### src/rtl/assert_macros.svh
// assertion macros shared by the rtl
// define NO_ASSERTIONS to compile them out
`ifndef ASSERT_MACROS_SVH
`define ASSERT_MACROS_SVH

`ifndef NO_ASSERTIONS

// same-cycle implication
`define ASSERT_IMPL(lbl, clk, rst_n, ante, cons, msg) \
	lbl: assert property (@(posedge clk) disable iff (!rst_n) (ante) |-> (cons)) \
		else $error(msg);

// next-cycle implication
`define ASSERT_NEXT(lbl, clk, rst_n, ante, cons, msg) \
	lbl: assert property (@(posedge clk) disable iff (!rst_n) (ante) |=> (cons)) \
		else $error(msg);

`else

`define ASSERT_IMPL(lbl, clk, rst_n, ante, cons, msg)
`define ASSERT_NEXT(lbl, clk, rst_n, ante, cons, msg)

`endif

`endif

### src/rtl/cae_pkg.sv
`timescale 1ns / 1ps

package cae_pkg;

	localparam int QUEUE_DEPTH_DEF = 2;

	// flag bit positions in the packed six-bit status field
	localparam int FLAG_C = 0;
	localparam int FLAG_Z = 1;
	localparam int FLAG_I = 2;
	localparam int FLAG_D = 3;
	localparam int FLAG_V = 4;
	localparam int FLAG_N = 5;

	typedef enum logic [5:0] {
		OP_ADC = 6'd0,  OP_AND = 6'd1,  OP_ASL = 6'd2,  OP_BCC = 6'd3,
		OP_BCS = 6'd4,  OP_BEQ = 6'd5,  OP_BIT = 6'd6,  OP_BMI = 6'd7,
		OP_BNE = 6'd8,  OP_BPL = 6'd9,  OP_BVC = 6'd10, OP_BVS = 6'd11,
		OP_CLC = 6'd12, OP_CLD = 6'd13, OP_CLI = 6'd14, OP_CLV = 6'd15,
		OP_CMP = 6'd16, OP_CPX = 6'd17, OP_CPY = 6'd18, OP_DEC = 6'd19,
		OP_DEX = 6'd20, OP_DEY = 6'd21, OP_EOR = 6'd22, OP_INC = 6'd23,
		OP_INX = 6'd24, OP_INY = 6'd25, OP_LDA = 6'd26, OP_LDX = 6'd27,
		OP_LDY = 6'd28, OP_LSR = 6'd29, OP_ORA = 6'd30, OP_PLA = 6'd31,
		OP_ROL = 6'd32, OP_ROR = 6'd33, OP_RTS = 6'd34, OP_SBC = 6'd35,
		OP_SEC = 6'd36, OP_SED = 6'd37, OP_SEI = 6'd38, OP_STA = 6'd39,
		OP_STX = 6'd40, OP_STY = 6'd41, OP_TAX = 6'd42, OP_TAY = 6'd43,
		OP_TSX = 6'd44, OP_TXA = 6'd45, OP_TXS = 6'd46, OP_TYA = 6'd47
	} op_t;

	typedef enum logic [3:0] {
		K_NONE, K_ADD, K_LOGIC, K_SHIFT, K_BIT, K_BRANCH, K_FLAG, K_CMP,
		K_STEP, K_MOVE, K_PLA, K_RTS
	} kind_t;

	typedef enum logic [2:0] {
		SRC_A, SRC_X, SRC_Y, SRC_SP, SRC_M
	} src_t;

	typedef enum logic [2:0] {
		DST_NONE, DST_A, DST_X, DST_Y, DST_SP, DST_MEM
	} dst_t;

	// sub-operation codes, meaning depends on the kind
	localparam logic [1:0] ADD_PLAIN = 2'd0;
	localparam logic [1:0] ADD_INV   = 2'd1;
	localparam logic [1:0] LG_AND    = 2'd0;
	localparam logic [1:0] LG_EOR    = 2'd1;
	localparam logic [1:0] LG_ORA    = 2'd2;
	localparam logic [1:0] SH_ASL    = 2'd0;
	localparam logic [1:0] SH_LSR    = 2'd1;
	localparam logic [1:0] SH_ROL    = 2'd2;
	localparam logic [1:0] SH_ROR    = 2'd3;
	localparam logic [1:0] BR_C      = 2'd0;
	localparam logic [1:0] BR_Z      = 2'd1;
	localparam logic [1:0] BR_N      = 2'd2;
	localparam logic [1:0] BR_V      = 2'd3;
	localparam logic [1:0] FL_C      = 2'd0;
	localparam logic [1:0] FL_D      = 2'd1;
	localparam logic [1:0] FL_I      = 2'd2;
	localparam logic [1:0] FL_V      = 2'd3;
	localparam logic [1:0] STEP_INC  = 2'd0;
	localparam logic [1:0] STEP_DEC  = 2'd1;

	typedef struct packed {
		kind_t      kind;
		src_t       src;
		dst_t       dst;
		logic [1:0] sel;
		logic       pol;
		logic       nz;
		logic [7:0] operand;
		logic       acc_mode;
	} uop_t;

	typedef struct packed {
		logic valid;
		uop_t uop;
	} q_push_t;

	typedef struct packed {
		logic valid;
		uop_t uop;
	} q_head_t;

endpackage

### src/rtl/cae_ifs.sv
`timescale 1ns / 1ps

interface cae_instr_if;
	logic       valid;
	logic       ready;
	logic [5:0] opcode;
	logic [7:0] operand;
	logic       acc_mode;

	modport source (output valid, output opcode, output operand, output acc_mode,
		input ready);
	modport sink (input valid, input opcode, input operand, input acc_mode,
		output ready);
endinterface

interface cae_result_if;
	logic        valid;
	logic        ready;
	logic [7:0]  mem_result;
	logic        br_taken;
	logic [7:0]  acc_out;
	logic [7:0]  x_out;
	logic [7:0]  y_out;
	logic [7:0]  sp_out;
	logic [5:0]  flags_out;
	logic [15:0] pc_out;

	modport source (output valid, output mem_result, output br_taken,
		output acc_out, output x_out, output y_out, output sp_out,
		output flags_out, output pc_out, input ready);
	modport sink (input valid, input mem_result, input br_taken,
		input acc_out, input x_out, input y_out, input sp_out,
		input flags_out, input pc_out, output ready);
endinterface

### src/rtl/cae_front.sv
`timescale 1ns / 1ps

module cae_front (
	cae_instr_if.sink          instr,
	input  logic               q_ready,
	output cae_pkg::q_push_t   push
);
	import cae_pkg::*;

	uop_t u;

	assign instr.ready = q_ready;

	always_comb begin
		u          = '0;
		u.kind     = K_NONE;
		u.src      = SRC_M;
		u.dst      = DST_NONE;
		u.sel      = 2'd0;
		u.pol      = 1'b0;
		u.nz       = 1'b0;
		u.operand  = instr.operand;
		u.acc_mode = instr.acc_mode;
		unique case (op_t'(instr.opcode))
			OP_ADC: begin u.kind = K_ADD; u.sel = ADD_PLAIN; end
			OP_SBC: begin u.kind = K_ADD; u.sel = ADD_INV; end
			OP_AND: begin u.kind = K_LOGIC; u.sel = LG_AND; end
			OP_EOR: begin u.kind = K_LOGIC; u.sel = LG_EOR; end
			OP_ORA: begin u.kind = K_LOGIC; u.sel = LG_ORA; end
			OP_ASL: begin u.kind = K_SHIFT; u.sel = SH_ASL; end
			OP_LSR: begin u.kind = K_SHIFT; u.sel = SH_LSR; end
			OP_ROL: begin u.kind = K_SHIFT; u.sel = SH_ROL; end
			OP_ROR: begin u.kind = K_SHIFT; u.sel = SH_ROR; end
			OP_BCC: begin u.kind = K_BRANCH; u.sel = BR_C; u.pol = 1'b0; end
			OP_BCS: begin u.kind = K_BRANCH; u.sel = BR_C; u.pol = 1'b1; end
			OP_BEQ: begin u.kind = K_BRANCH; u.sel = BR_Z; u.pol = 1'b1; end
			OP_BNE: begin u.kind = K_BRANCH; u.sel = BR_Z; u.pol = 1'b0; end
			OP_BMI: begin u.kind = K_BRANCH; u.sel = BR_N; u.pol = 1'b1; end
			OP_BPL: begin u.kind = K_BRANCH; u.sel = BR_N; u.pol = 1'b0; end
			OP_BVC: begin u.kind = K_BRANCH; u.sel = BR_V; u.pol = 1'b0; end
			OP_BVS: begin u.kind = K_BRANCH; u.sel = BR_V; u.pol = 1'b1; end
			OP_BIT: u.kind = K_BIT;
			OP_CLC: begin u.kind = K_FLAG; u.sel = FL_C; u.pol = 1'b0; end
			OP_CLD: begin u.kind = K_FLAG; u.sel = FL_D; u.pol = 1'b0; end
			OP_CLI: begin u.kind = K_FLAG; u.sel = FL_I; u.pol = 1'b0; end
			OP_CLV: begin u.kind = K_FLAG; u.sel = FL_V; u.pol = 1'b0; end
			OP_SEC: begin u.kind = K_FLAG; u.sel = FL_C; u.pol = 1'b1; end
			OP_SED: begin u.kind = K_FLAG; u.sel = FL_D; u.pol = 1'b1; end
			OP_SEI: begin u.kind = K_FLAG; u.sel = FL_I; u.pol = 1'b1; end
			OP_CMP: begin u.kind = K_CMP; u.src = SRC_A; end
			OP_CPX: begin u.kind = K_CMP; u.src = SRC_X; end
			OP_CPY: begin u.kind = K_CMP; u.src = SRC_Y; end
			OP_DEC: begin
				u.kind = K_STEP; u.sel = STEP_DEC; u.src = SRC_M; u.dst = DST_MEM;
			end
			OP_DEX: begin
				u.kind = K_STEP; u.sel = STEP_DEC; u.src = SRC_X; u.dst = DST_X;
			end
			OP_DEY: begin
				u.kind = K_STEP; u.sel = STEP_DEC; u.src = SRC_Y; u.dst = DST_Y;
			end
			OP_INC: begin
				u.kind = K_STEP; u.sel = STEP_INC; u.src = SRC_M; u.dst = DST_MEM;
			end
			OP_INX: begin
				u.kind = K_STEP; u.sel = STEP_INC; u.src = SRC_X; u.dst = DST_X;
			end
			OP_INY: begin
				u.kind = K_STEP; u.sel = STEP_INC; u.src = SRC_Y; u.dst = DST_Y;
			end
			OP_LDA: begin u.kind = K_MOVE; u.src = SRC_M; u.dst = DST_A; u.nz = 1'b1; end
			OP_LDX: begin u.kind = K_MOVE; u.src = SRC_M; u.dst = DST_X; u.nz = 1'b1; end
			OP_LDY: begin u.kind = K_MOVE; u.src = SRC_M; u.dst = DST_Y; u.nz = 1'b1; end
			OP_STA: begin u.kind = K_MOVE; u.src = SRC_A; u.dst = DST_MEM; end
			OP_STX: begin u.kind = K_MOVE; u.src = SRC_X; u.dst = DST_MEM; end
			OP_STY: begin u.kind = K_MOVE; u.src = SRC_Y; u.dst = DST_MEM; end
			OP_TAX: begin u.kind = K_MOVE; u.src = SRC_A; u.dst = DST_X; u.nz = 1'b1; end
			OP_TAY: begin u.kind = K_MOVE; u.src = SRC_A; u.dst = DST_Y; u.nz = 1'b1; end
			OP_TSX: begin u.kind = K_MOVE; u.src = SRC_SP; u.dst = DST_X; u.nz = 1'b1; end
			OP_TXA: begin u.kind = K_MOVE; u.src = SRC_X; u.dst = DST_A; u.nz = 1'b1; end
			OP_TXS: begin u.kind = K_MOVE; u.src = SRC_X; u.dst = DST_SP; end
			OP_TYA: begin u.kind = K_MOVE; u.src = SRC_Y; u.dst = DST_A; u.nz = 1'b1; end
			OP_PLA: u.kind = K_PLA;
			OP_RTS: u.kind = K_RTS;
			// unused codes pass through with no effect
			default: u.kind = K_NONE;
		endcase
	end

	assign push.valid = instr.valid && q_ready;
	assign push.uop   = u;

endmodule

### src/rtl/cae_queue.sv
`timescale 1ns / 1ps
`include "assert_macros.svh"

module cae_queue #(
	parameter int DEPTH = cae_pkg::QUEUE_DEPTH_DEF
) (
	input  logic             clk,
	input  logic             arst_n,
	input  cae_pkg::q_push_t push,
	output logic             ready,
	output cae_pkg::q_head_t head,
	input  logic             pop
);
	import cae_pkg::*;

	localparam int PTR_W = (DEPTH > 1) ? $clog2(DEPTH) : 1;
	localparam int CNT_W = $clog2(DEPTH + 1);

	uop_t             slot_q [DEPTH];
	logic [PTR_W-1:0] wptr_q;
	logic [PTR_W-1:0] rptr_q;
	logic [CNT_W-1:0] count_q;
	logic             do_push;
	logic             do_pop;

	assign ready    = count_q < CNT_W'(DEPTH);
	assign do_push  = push.valid && ready;
	assign do_pop   = pop && (count_q != '0);
	assign head.valid = count_q != '0;
	assign head.uop   = slot_q[rptr_q];

	always_ff @(posedge clk) begin
		if (do_push) begin
			slot_q[wptr_q] <= push.uop;
		end
	end

	always_ff @(posedge clk or negedge arst_n) begin
		if (!arst_n) begin
			wptr_q  <= '0;
			rptr_q  <= '0;
			count_q <= '0;
		end else begin
			if (do_push) begin
				wptr_q <= (wptr_q == PTR_W'(DEPTH - 1)) ? '0 : wptr_q + 1'b1;
			end
			if (do_pop) begin
				rptr_q <= (rptr_q == PTR_W'(DEPTH - 1)) ? '0 : rptr_q + 1'b1;
			end
			if (do_push && !do_pop) begin
				count_q <= count_q + 1'b1;
			end else if (do_pop && !do_push) begin
				count_q <= count_q - 1'b1;
			end
		end
	end

	`ASSERT_IMPL(a_cnt_max, clk, arst_n, 1'b1, count_q <= CNT_W'(DEPTH), "queue overfilled")
	`ASSERT_NEXT(a_cnt_up, clk, arst_n, do_push && !do_pop, count_q == $past(count_q) + 1'b1, "queue count did not grow")
	`ASSERT_NEXT(a_cnt_dn, clk, arst_n, do_pop && !do_push, count_q == $past(count_q) - 1'b1, "queue count did not shrink")

endmodule

### src/rtl/cae_back.sv
`timescale 1ns / 1ps
`include "assert_macros.svh"

module cae_back (
	input  logic             clk,
	input  logic             arst_n,
	input  cae_pkg::q_head_t head,
	output logic             pop,
	cae_result_if.source     result
);
	import cae_pkg::*;

	logic [7:0]  a_q, x_q, y_q, sp_q;
	logic [5:0]  f_q;
	logic [15:0] pc_q;
	logic [7:0]  mem_q;
	logic        br_q;
	logic        out_valid_q;

	logic [7:0]  a_n, x_n, y_n, sp_n, mem_n;
	logic [5:0]  f_n;
	logic [15:0] pc_n;
	logic        br_n;
	logic        fire;

	uop_t        u;
	logic [7:0]  srcv;
	logic [7:0]  r;
	logic        nz_en;
	logic        wr_en;
	logic [7:0]  addend;
	logic [8:0]  total;
	logic [8:0]  diff;
	logic [7:0]  sv;
	logic        cin;
	logic        fb;

	assign u    = head.uop;
	// execute only when the result slot is free or being emptied
	assign fire = head.valid && (!out_valid_q || result.ready);
	assign pop  = fire;

	assign addend = (u.sel == ADD_INV) ? ~u.operand : u.operand;
	assign total  = {1'b0, a_q} + {1'b0, addend} + {8'd0, f_q[FLAG_C]};
	assign diff   = {1'b0, srcv} - {1'b0, u.operand};
	assign sv     = u.acc_mode ? a_q : u.operand;
	assign cin    = f_q[FLAG_C];

	always_comb begin
		unique case (u.src)
			SRC_A:   srcv = a_q;
			SRC_X:   srcv = x_q;
			SRC_Y:   srcv = y_q;
			SRC_SP:  srcv = sp_q;
			SRC_M:   srcv = u.operand;
			default: srcv = u.operand;
		endcase
	end

	always_comb begin
		unique case (u.sel)
			BR_C:    fb = f_q[FLAG_C];
			BR_Z:    fb = f_q[FLAG_Z];
			BR_N:    fb = f_q[FLAG_N];
			BR_V:    fb = f_q[FLAG_V];
			default: fb = 1'b0;
		endcase
	end

	always_comb begin
		a_n   = a_q;
		x_n   = x_q;
		y_n   = y_q;
		sp_n  = sp_q;
		f_n   = f_q;
		pc_n  = pc_q;
		mem_n = u.operand;
		br_n  = 1'b0;
		r     = 8'd0;
		nz_en = 1'b0;
		wr_en = 1'b0;
		case (u.kind)
			K_ADD: begin
				r = total[7:0];
				f_n[FLAG_V] = ((a_q[7] ^ r[7]) & (addend[7] ^ r[7]));
				f_n[FLAG_C] = total[8];
				a_n   = r;
				nz_en = 1'b1;
			end
			K_LOGIC: begin
				case (u.sel)
					LG_AND:  r = a_q & u.operand;
					LG_EOR:  r = a_q ^ u.operand;
					default: r = a_q | u.operand;
				endcase
				a_n   = r;
				nz_en = 1'b1;
			end
			K_SHIFT: begin
				case (u.sel)
					SH_ASL: begin f_n[FLAG_C] = sv[7]; r = {sv[6:0], 1'b0}; end
					SH_LSR: begin f_n[FLAG_C] = sv[0]; r = {1'b0, sv[7:1]}; end
					SH_ROL: begin f_n[FLAG_C] = sv[7]; r = {sv[6:0], cin}; end
					default: begin f_n[FLAG_C] = sv[0]; r = {cin, sv[7:1]}; end
				endcase
				if (u.acc_mode) begin
					a_n = r;
				end else begin
					mem_n = r;
				end
				nz_en = 1'b1;
			end
			K_BIT: begin
				f_n[FLAG_N] = u.operand[7];
				f_n[FLAG_V] = u.operand[6];
				f_n[FLAG_Z] = (a_q & u.operand) == 8'd0;
			end
			K_BRANCH: br_n = u.pol ? fb : ~fb;
			K_FLAG: begin
				case (u.sel)
					FL_C:    f_n[FLAG_C] = u.pol;
					FL_D:    f_n[FLAG_D] = u.pol;
					FL_I:    f_n[FLAG_I] = u.pol;
					default: f_n[FLAG_V] = u.pol;
				endcase
			end
			K_CMP: begin
				f_n[FLAG_C] = ~diff[8];
				f_n[FLAG_Z] = srcv == u.operand;
				f_n[FLAG_N] = diff[7];
			end
			K_STEP: begin
				r     = (u.sel == STEP_INC) ? srcv + 8'd1 : srcv - 8'd1;
				wr_en = 1'b1;
				nz_en = 1'b1;
			end
			K_MOVE: begin
				r     = srcv;
				wr_en = 1'b1;
				nz_en = u.nz;
			end
			K_PLA: begin
				r     = a_q;
				nz_en = 1'b1;
			end
			K_RTS: pc_n = pc_q + 16'd1;
			default: ;
		endcase
		if (wr_en) begin
			case (u.dst)
				DST_A:   a_n   = r;
				DST_X:   x_n   = r;
				DST_Y:   y_n   = r;
				DST_SP:  sp_n  = r;
				DST_MEM: mem_n = r;
				default: ;
			endcase
		end
		if (nz_en) begin
			f_n[FLAG_N] = r[7];
			f_n[FLAG_Z] = r == 8'd0;
		end
	end

	// registers change only together with a new result, so they drive the outputs
	always_ff @(posedge clk or negedge arst_n) begin
		if (!arst_n) begin
			a_q         <= '0;
			x_q         <= '0;
			y_q         <= '0;
			sp_q        <= '0;
			f_q         <= '0;
			pc_q        <= '0;
			out_valid_q <= 1'b0;
		end else begin
			if (fire) begin
				a_q  <= a_n;
				x_q  <= x_n;
				y_q  <= y_n;
				sp_q <= sp_n;
				f_q  <= f_n;
				pc_q <= pc_n;
			end
			if (fire) begin
				out_valid_q <= 1'b1;
			end else if (result.ready) begin
				out_valid_q <= 1'b0;
			end
		end
	end

	always_ff @(posedge clk) begin
		if (fire) begin
			mem_q <= mem_n;
			br_q  <= br_n;
		end
	end

	assign result.valid        = out_valid_q;
	assign result.mem_result   = mem_q;
	assign result.br_taken     = br_q;
	assign result.acc_out      = a_q;
	assign result.x_out        = x_q;
	assign result.y_out        = y_q;
	assign result.sp_out       = sp_q;
	assign result.flags_out    = f_q;
	assign result.pc_out       = pc_q;

	`ASSERT_NEXT(a_fire_valid, clk, arst_n, fire, out_valid_q, "executed item not presented")
	`ASSERT_NEXT(a_pc_rts, clk, arst_n, !(fire && u.kind == K_RTS), pc_q == $past(pc_q), "pc moved without rts")
	`ASSERT_NEXT(a_regs_hold, clk, arst_n, !fire, $stable(a_q) && $stable(f_q) && $stable(x_q), "state changed with no item")

endmodule

### src/rtl/cpu8_alu_execute_unit.sv
// an accepted item is held in the decoded-item queue, then executed into the result register
// throughput: one item per cycle while the result side is ready; the execute step and its result register set the rate
// a short decoded-item queue lets the input keep accepting while a result waits
// reset: asynchronous, active low; clears A, X, Y, SP, PC, flags, queue and result valid
`timescale 1ns / 1ps

module cpu8_alu_execute_unit #(
	parameter int QUEUE_DEPTH = cae_pkg::QUEUE_DEPTH_DEF
) (
	input  logic          clk,
	input  logic          arst_n,
	cae_instr_if.sink     instr,
	cae_result_if.source  result
);
	import cae_pkg::*;

	q_push_t push;
	q_head_t head;
	logic    q_ready;
	logic    pop;

	cae_front u_front (
		.instr   (instr),
		.q_ready (q_ready),
		.push    (push)
	);

	cae_queue #(
		.DEPTH (QUEUE_DEPTH)
	) u_queue (
		.clk    (clk),
		.arst_n (arst_n),
		.push   (push),
		.ready  (q_ready),
		.head   (head),
		.pop    (pop)
	);

	cae_back u_back (
		.clk    (clk),
		.arst_n (arst_n),
		.head   (head),
		.pop    (pop),
		.result (result)
	);

endmodule

### src/flat_wrapper.sv
// flat-port wrapper written by rule: the top's interface ports become plain ports
module cpu8_alu_execute_unit_flat import cae_pkg::*;
#(
	parameter int QUEUE_DEPTH = cae_pkg::QUEUE_DEPTH_DEF
)
  (clk, arst_n, instr_valid, instr_opcode, instr_operand, instr_acc_mode, instr_ready, result_valid, result_mem_result, result_br_taken, result_acc_out, result_x_out, result_y_out, result_sp_out, result_flags_out, result_pc_out, result_ready);
  cae_instr_if instr_i ();
  cae_result_if result_i ();
  input  logic clk;
  input  logic arst_n;
  input wire logic [$bits(instr_i.valid)-1:0] instr_valid;
  input wire logic [$bits(instr_i.opcode)-1:0] instr_opcode;
  input wire logic [$bits(instr_i.operand)-1:0] instr_operand;
  input wire logic [$bits(instr_i.acc_mode)-1:0] instr_acc_mode;
  output wire logic [$bits(instr_i.ready)-1:0] instr_ready;
  output wire logic [$bits(result_i.valid)-1:0] result_valid;
  output wire logic [$bits(result_i.mem_result)-1:0] result_mem_result;
  output wire logic [$bits(result_i.br_taken)-1:0] result_br_taken;
  output wire logic [$bits(result_i.acc_out)-1:0] result_acc_out;
  output wire logic [$bits(result_i.x_out)-1:0] result_x_out;
  output wire logic [$bits(result_i.y_out)-1:0] result_y_out;
  output wire logic [$bits(result_i.sp_out)-1:0] result_sp_out;
  output wire logic [$bits(result_i.flags_out)-1:0] result_flags_out;
  output wire logic [$bits(result_i.pc_out)-1:0] result_pc_out;
  input wire logic [$bits(result_i.ready)-1:0] result_ready;
  assign instr_i.valid = instr_valid;
  assign instr_i.opcode = instr_opcode;
  assign instr_i.operand = instr_operand;
  assign instr_i.acc_mode = instr_acc_mode;
  assign instr_ready = instr_i.ready;
  assign result_valid = result_i.valid;
  assign result_mem_result = result_i.mem_result;
  assign result_br_taken = result_i.br_taken;
  assign result_acc_out = result_i.acc_out;
  assign result_x_out = result_i.x_out;
  assign result_y_out = result_i.y_out;
  assign result_sp_out = result_i.sp_out;
  assign result_flags_out = result_i.flags_out;
  assign result_pc_out = result_i.pc_out;
  assign result_i.ready = result_ready;
  cpu8_alu_execute_unit #(.QUEUE_DEPTH(QUEUE_DEPTH)) u_core (.clk(clk), .arst_n(arst_n), .instr(instr_i), .result(result_i));
endmodule
### config.mk
export PLATFORM = sky130hd
export DESIGN_NAME = cpu8_alu_execute_unit_flat
export DESIGN_NICKNAME = d
export VERILOG_FILES = /design/src/rtl/cae_pkg.sv /design/src/rtl/cae_ifs.sv /design/src/rtl/cae_front.sv /design/src/rtl/cae_queue.sv /design/src/rtl/cae_back.sv /design/src/rtl/cpu8_alu_execute_unit.sv /design/src/flat_wrapper.sv
export VERILOG_INCLUDE_DIRS = /design/src /design/src/rtl
export SDC_FILE = /design/constraint.sdc
export NUM_CORES = 1
export LEC_CHECK = 0
export ABC_AREA = 0
export BUFFER_PORTS_ARGS = -buffer_cell sky130_fd_sc_hd__buf_2
export CORE_ASPECT_RATIO = 1.4
export CORE_MARGIN = 2
export CORE_UTILIZATION = 50
export CTS_CLUSTER_DIAMETER = 50
export CTS_CLUSTER_SIZE = 8
export DETAILED_ROUTE_END_ITERATION = 10
export GPL_ROUTABILITY_DRIVEN = 0
export PLACE_DENSITY = 0.79
export SYNTH_ARGS = -nofsm -noshare
export SYNTH_HDL_FRONTEND = slang
export SYNTH_SLANG_ARGS = --single-unit
### constraint.sdc
create_clock -name clk -period 4.2 [get_ports clk]
set_input_delay 0.21 -clock clk [delete_from_list [all_inputs] [get_ports clk]]
set_output_delay 0.21 -clock clk [all_outputs]
set_load 0.01 [all_outputs]
* Word-level counts from Yosys, hierarchy flattened
Memories as Yosys holds them, arrays and structs flattened.
Index checks and enable logic that the tools add are counted.
Widths: inputs -> output; s select.
** Word-level totals
- Memory bits (writable) :: 46
- Bits in registers :: 68
- Input port bits :: 19
- Memories kept :: 1
- Logic and storage cells :: 205
- Output and inout port bits :: 65
** Cells by class
- Bitwise operators :: 9
- Add/subtract/negate cells :: 10
- Order comparisons :: 1
- Multiplexer cells :: 42
- Equal/unequal tests :: 72
- Reductions and logical operators :: 54
** Memories
- u_core.u_queue.slot_q :: words 2, width 23, read ports 1, clocked after Yosys merged registers in 0, write ports 1, line cae_queue.sv:19 : uop_t slot_q [DEPTH];
** Operator list (count)
- $eq 6x5->1 const B :: 16
- $eq 6x6->1 const B :: 16
- $mux 8 :: 10
- $eq 6x4->1 const B :: 8
- $pmux 8 s3 :: 2
- $pmux 8 s6 :: 1
- $pmux 4 s11 :: 1
- $pmux 8 s4 :: 1
- $eq 6x3->1 const B :: 4
- $reduce_and 3->1 :: 7
- $reduce_or 5->1 :: 4
- $reduce_or 6->1 :: 3
- $add 16x1->16 const B :: 1
- $eq 4x3->1 const B :: 4
- $eq 4x4->1 const B :: 4
- $logic_not 8->1 :: 2
- $pmux 8 s2 :: 1
- $reduce_or 4->1 :: 4
- $reduce_or 8->1 :: 2
- $mux 1 :: 15
- $pmux 3 s5 :: 1
- $reduce_or 7->1 :: 2
- $eq 3x2->1 const B :: 4
- $eq 6x2->1 const B :: 2
- 45 further kinds :: 73

* Longest topological paths before layout
An unclocked memory read counts as a cell.
- Depth in word-level cells :: 8
- Mapped depth :: 18
- Mapped depth without buffers :: 14

* Hierarchy
From an unflattened synthesis, not the netlist that was laid out.
** Unflattened totals
- Cells, all modules :: 796
- Area total of the unflattened synthesis :: 8026.4 µm²
** Modules (own cells, without submodules)
- cae_back :: area an instance 5291.3 µm², instances 1, seq. area each 1646.6 µm², cells each 583
- cae_queue :: area an instance 1955.6 µm², instances 1, seq. area each 1481.4 µm², cells each 89
- cae_front :: area an instance 779.5 µm², instances 1, seq. area each 0.0 µm², cells each 124

* Least setup slack after synthesis
OpenSTA, ideal clock, no wires.
- Kind :: flip-flop to flip-flop
- Start :: reg u_core.u_queue.rptr_q
- End :: reg u_core.u_back.mem_q[7], in the netlist u_core.u_back.result.mem_result[7], data pin
- Arrival time :: 3.959 ns
- Setup time :: 0.260 ns
- Data required time :: 3.940 ns
- Period minus slack after synthesis :: 4.219 ns
- Slack :: -0.019 ns
- Buffers on the path :: 4
- Stages on the path, launching flop included :: 17
- Cell sequence :: dfrtp_1 buf_6 buf_6 buf_2 mux2_2 buf_2 nor2_2 xnor2_1 ha_1 nor2b_1 o31a_1 o211ai_1 a21oi_1 or3_1 and2_0 a211o_1 mux2_2
** Between the ends
- Cells in the longest elaborated chain, start to end :: 8
- Elaborated cells between the ends (all ways) :: 36
- Classes of those cells :: 4 x add/sub; 12 x eq/ne; 12 x mux; 4 x bitwise; 3 x reduce/logical; 1 x memory
** RTL lines
- start: declaration :: line cae_queue.sv:21 : logic [PTR_W-1:0] rptr_q;
- start signal: assignment :: line cae_queue.sv:48 : rptr_q <= (rptr_q == PTR_W'(DEPTH - 1)) ? '0 : rptr_q + 1'b1;
- $mem_v2 2x23 (*)
- $eq 2x1->1 (tied with other cells) :: line cae_back.sv:43, cae_back.sv:91, cae_back.sv:100
- $mux 8 or $pmux 8 s4 (tied branches) :: line cae_back.sv:43, cae_back.sv:50
- $add 8x8->9 (tied with other cells) :: line cae_back.sv:44 : assign total = {1'b0, a_q} + {1'b0, addend} + {8'd0, f_q[FLAG_C]};
- $add 9x1->9 or $mux 8 (tied branches) :: line cae_back.sv:44, cae_back.sv:133
- $pmux 8 s6 :: line cae_back.sv:82 : case (u.kind)
- $mux 8 :: line cae_back.sv:150 : case (u.dst)
- $mux 8 (*) :: line cae_back.sv:149 : if (wr_en) begin
- named net u_core.u_back.mem_n[7] :: line cae_back.sv:20 : logic [7:0] a_n, x_n, y_n, sp_n, mem_n;
- end signal: assignment :: line cae_back.sv:194 : mem_q <= mem_n;
- end: declaration :: line cae_back.sv:16 : logic [7:0] mem_q;
Mark *: on every way through the listed nets, which the timed path passes. The rest lies on a longest branch.
A chain may end at the register's enable or synchronous reset.

* Worst setup path after layout
- Start :: reg u_core.u_queue.rptr_q
- End :: reg u_core.u_back.f_q[1], in the netlist u_core.u_back.result.flags_out[1]
** Between the ends
- Cells in the longest elaborated chain, start to end :: 8
- Elaborated cells between the ends (all ways) :: 40
- Classes of those cells :: 4 x add/sub; 14 x eq/ne; 10 x mux; 4 x bitwise; 7 x reduce/logical; 1 x memory
** RTL lines
- $mem_v2 2x23 (*)
- $eq 2x1->1 (tied with other cells) :: line cae_back.sv:43, cae_back.sv:91, cae_back.sv:100
- $mux 8 or $pmux 8 s4 (tied branches) :: line cae_back.sv:43, cae_back.sv:50
- $add 8x8->9 (tied with other cells) :: line cae_back.sv:44
- $add 9x1->9 or $mux 8 (tied branches) :: line cae_back.sv:44, cae_back.sv:133
- $pmux 8 s6 :: line cae_back.sv:82
- $logic_not 8->1 :: line cae_back.sv:161 : f_n[FLAG_Z] = r == 8'd0;
- $mux 1 :: line cae_back.sv:159 : if (nz_en) begin
- end signal: assignment :: line cae_back.sv:181 : f_q <= f_n;
- end: declaration :: line cae_back.sv:14 : logic [5:0] f_q;
Every way passes the cells marked *; elsewhere a longest branch is shown, timed or not.

==> summary.txt <==
Power and ir drop
  – Max IR drop VDD: 0.355 mV
  – P_leak: 4.10 nW
  – PwrDens: 804 nW/um2

Final layout
  – Sequential cell area: 3130 um2
  – Most common cell after layout, fill and taps aside: nand2_1
  – Post-Layout Cell Count: 1096
  – Area grow syn2layout: 19.7%
  – # fillers: 1236
  – Layout cells sized above 1: 0.221
  – Nets@finish: 952
  – Multi-input gate area: 4210 um2
  – Commonest cells after routing, fill and taps aside: 100 x nand2_1, 83 x buf_2, 65 x nor2_1
  – Ant diodes: 0

Setup path
  – Largest delay contributor family on the critical path: compound AO/OA/AOI/OAI gates
  – Critical Path Stages: 15
  – Reg2reg setup slack: 0.14 ns
  – CP Launch Type: flip-flop
  – CP cell instances: buf_6, mux2i_1, inv_1, xnor2_1, fa_1, inv_1, fa_1, nand3_1, nand2_1, xor2_1, a32oi_1, o311ai_0, nor3_1, nand4bb_1, o41ai_2
  – WP data arrival: 4.38 ns
  – Crit path required time: 4.52 ns
  – Reg2Reg Depth: 15
  – Max Fanout on Critical Path: 12
  – R2R Path Start: u_core.u_queue.rptr_q
  – Worst stage delay on the critical path: 0.42 ns
  – Reg2reg end: u_core.u_back.result.flags_out[1]
  – Crit. End Element: flip-flop
  – Slowest cell on crit path: dfrtp_1
  – CP bufs+invs: 3
  – Critical path class: flip-flop to flip-flop

STA
  – Worst Skew: 0.00963 ns
  – Setup-failing EPs final: 0
  – Hold Violations, Final: 0
  – Slew Viols, Final: 0
  – Period Utilization, post-route: 0.967
  – Worst-Margin Slew: 1.16 ns
  – Setup Total Neg Slack: 0 ns
  – Slew HR: 0.222
  – Fmax: 0.246 GHz
  – RSZ-0062 raised after global routing: no
  – Setup ws final: 0.140 ns
  – Final Critical Period: 4.06 ns

Routing
  – Routed length on met3: 1800 um
  – DR top layer: met4
  – Antenna-violating nets left: 0
  – Final routed DRC violation total: 0
  – WL met2: 11000 um
  – Post-DR wirelength/cell: 20.2 um
  – Via/cell ratio: 6.21
  – Total routed wirelength: 22200 um
  – Met1 WL: 7910 um
  – Total number of vias: 6805
  – 1st-iter DRT viols: 576
  – DRT Pass-1 Iters: 5

GRT
  – Global-route wire length before repair: 34600 um
  – Gr usage total: 0.282
  – Initial antenna violation count: 0
  – Largest net degree at the start of global routing: 60
  – Number of global-route vias before repair: 6543
  – Gr ovfl total: 0

Hold path
  – Worst Hold Launch: result_ready
  – Hold Path Class: input pin to flip-flop
  – Hold path cells: 3
  – WHS Endpoint: u_core.u_back.result.valid

Synth
  – Syn_nets: 835
  – Number of synthesized flops with an enable pin: 55
  – Synth Instances: 774
  – Synthesized area: 7590 um2
  – Primary FF master, synth: dfrtp_1
  – Yosys cell types: 76
  – Post-synth top area cell: edfxtp_1
  – Synth area leaders: edfxtp_1 22%, dfrtp_1 19%, ha_1 6.4%
  – Avg Synthesized Cell Area: 9.81 um2
  – Yosys top cell area share: 0.217
  – Asr flop ratio synth: 0.518
  – Yosys reg bits: 114
  – Synth Warn #: 0
  – Sequential fraction of the synthesis area: 0.412

Floorplan
  – Die Footprint: 16200 um2
  – Core Box Area: 14900 um2
  – Height of the die: 150 um
  – Initial Util: 0.509
  – Die W: 108 um
  – Row cnt: 53
  – Top-Level Pins: 84

Clock tree
  – H-Tree Depth: 4
  – CTS tree: done
  – Clk buf depth: 2
  – Root buf cell: clkbuf_16
  – Clock sink count: 114
  – Skew-Pair Late Insertion Delay: 0.42 ns
  – Number of CTS-inserted buffers: 17
  – Reg clk slew, reported paths: 0.06 ns

Place
  – IO buf count: 83
  – Hpwl dp: 15800 um
  – Place WS: 0.194 ns
  – Inst Count DP: 1050

Job
  – MaxCap Viol Count: 0

Outcome
  – Status: finished clean
-- how the worst max path moves through the flow --
stage / startpoint / end
floorplan: u_core.u_queue.rptr_q / u_core.u_back.result.mem_result[7]
global placement: u_core.u_queue.rptr_q / u_core.u_back.result.flags_out[1]
detailed placement: u_core.u_queue.rptr_q / u_core.u_back.result.flags_out[1]
CTS: u_core.u_queue.rptr_q / u_core.u_back.result.flags_out[1]
global route: u_core.u_queue.rptr_q / u_core.u_back.result.mem_result[7]
finish: u_core.u_queue.rptr_q / u_core.u_back.result.flags_out[1]
-- Yosys cell counts, drive strengths merged, types with 13 or more instances --
cell type,count
ha,39
nand3,18
o21ai,44
clkbuf,18
buf,13
inv,35
nand2,100
nor2,67
mux2,31
edfxtp,55
mux2i,32
dfrtp,59
xnor2,30
a21oi,49
nor2b,13
-- flip-flops by register name, indices dropped and copies added, names as in the netlist, 2 cells and up --
signal / flops
u_core.u_back.result.y_out: 8
u_core.u_queue.count_q: 2
u_core.u_back.result.acc_out: 8
u_core.u_back.result.sp_out: 8
u_core.u_back.result.pc_out: 16
u_core.u_queue.slot_q: 46
u_core.u_back.result.x_out: 8
u_core.u_back.result.flags_out: 6
u_core.u_back.result.mem_result: 8
-- worst register-to-register path, cell delays in order (launching register included) --
cell and delay (ns):
dfrtp_1 0.42, buf_6 0.23, mux2i_1 0.39, inv_1 0.21
xnor2_1 0.26, fa_1 0.23, inv_1 0.06, fa_1 0.39
nand3_1 0.08, nand2_1 0.08, xor2_1 0.17, a32oi_1 0.40
o311ai_0 0.28, nor3_1 0.35, nand4bb_1 0.18, o41ai_2 0.22
-- layer usage --
layer / GRT usage / vias to the layer above
met1: 0.318 / 3189
met3: 0.0684 / 132
met5: 0 / -
met4: 0.174 / 0
li1: - / 3088
met2: 0.476 / 396
-- metrics by stage --
stage               utilization  instance area, um2  power [mW]  hold WS, ns
global placement          0.560                8350        5.59        0.400
floorplan                     -                7600        4.42      -0.0856
global route              0.609                9090        7.73       0.0673
CTS                       0.606                9040        7.16       0.0443
detailed placement        0.560                8350        5.68        0.401
finish                    0.609                9090        7.30       0.0525
-- final cells by class --
type,instances,area share
Clock inverter,13,0.0125
Multi-Input combinational cell,593,0.463
Inverter,36,0.0149
Timing Repair Buffer,129,0.0869
Tap cell,192,0.0264
Sequential cell,114,0.344
Clock buffer,19,0.0523
-- power by group --
| part | internal (mW) | switching [mW] | total, mW | leakage, nW |
|---|---|---|---|---|
| combinational | 1.64 | 2.42 | 4.06 | 2.51 |
| clock | 0.845 | 0.588 | 1.43 | 0.296 |
| sequential | 1.53 | 0.279 | 1.81 | 1.30 |
| total | 4.02 | 3.29 | 7.30 | 4.10 |
-- kinds of logic (layout without fill, tap and decap cells) --
| kind of cell | Yosys count | in the layout | share of synthesized area |
|---|---|---|---|
| compound gates | 187 | 187 | 0.165 |
| flops | 114 | 114 | 0.412 |
| fa+ha+maj | 42 | 42 | 0.0722 |
| simple gates | 252 | 252 | 0.151 |
| buf+inv | 67 | 197 | 0.0366 |
| mux | 70 | 70 | 0.115 |
| xor+xnor | 42 | 42 | 0.0484 |
-- timing repair --
item	CTS	global route
endpoints found under the hold margin	35	0
hold buffers	10	0
buffers inserted	0	4
gates resized for setup	0	3
endpoints found under the setup margin	0	3
(Power assumes the default switching activity.)
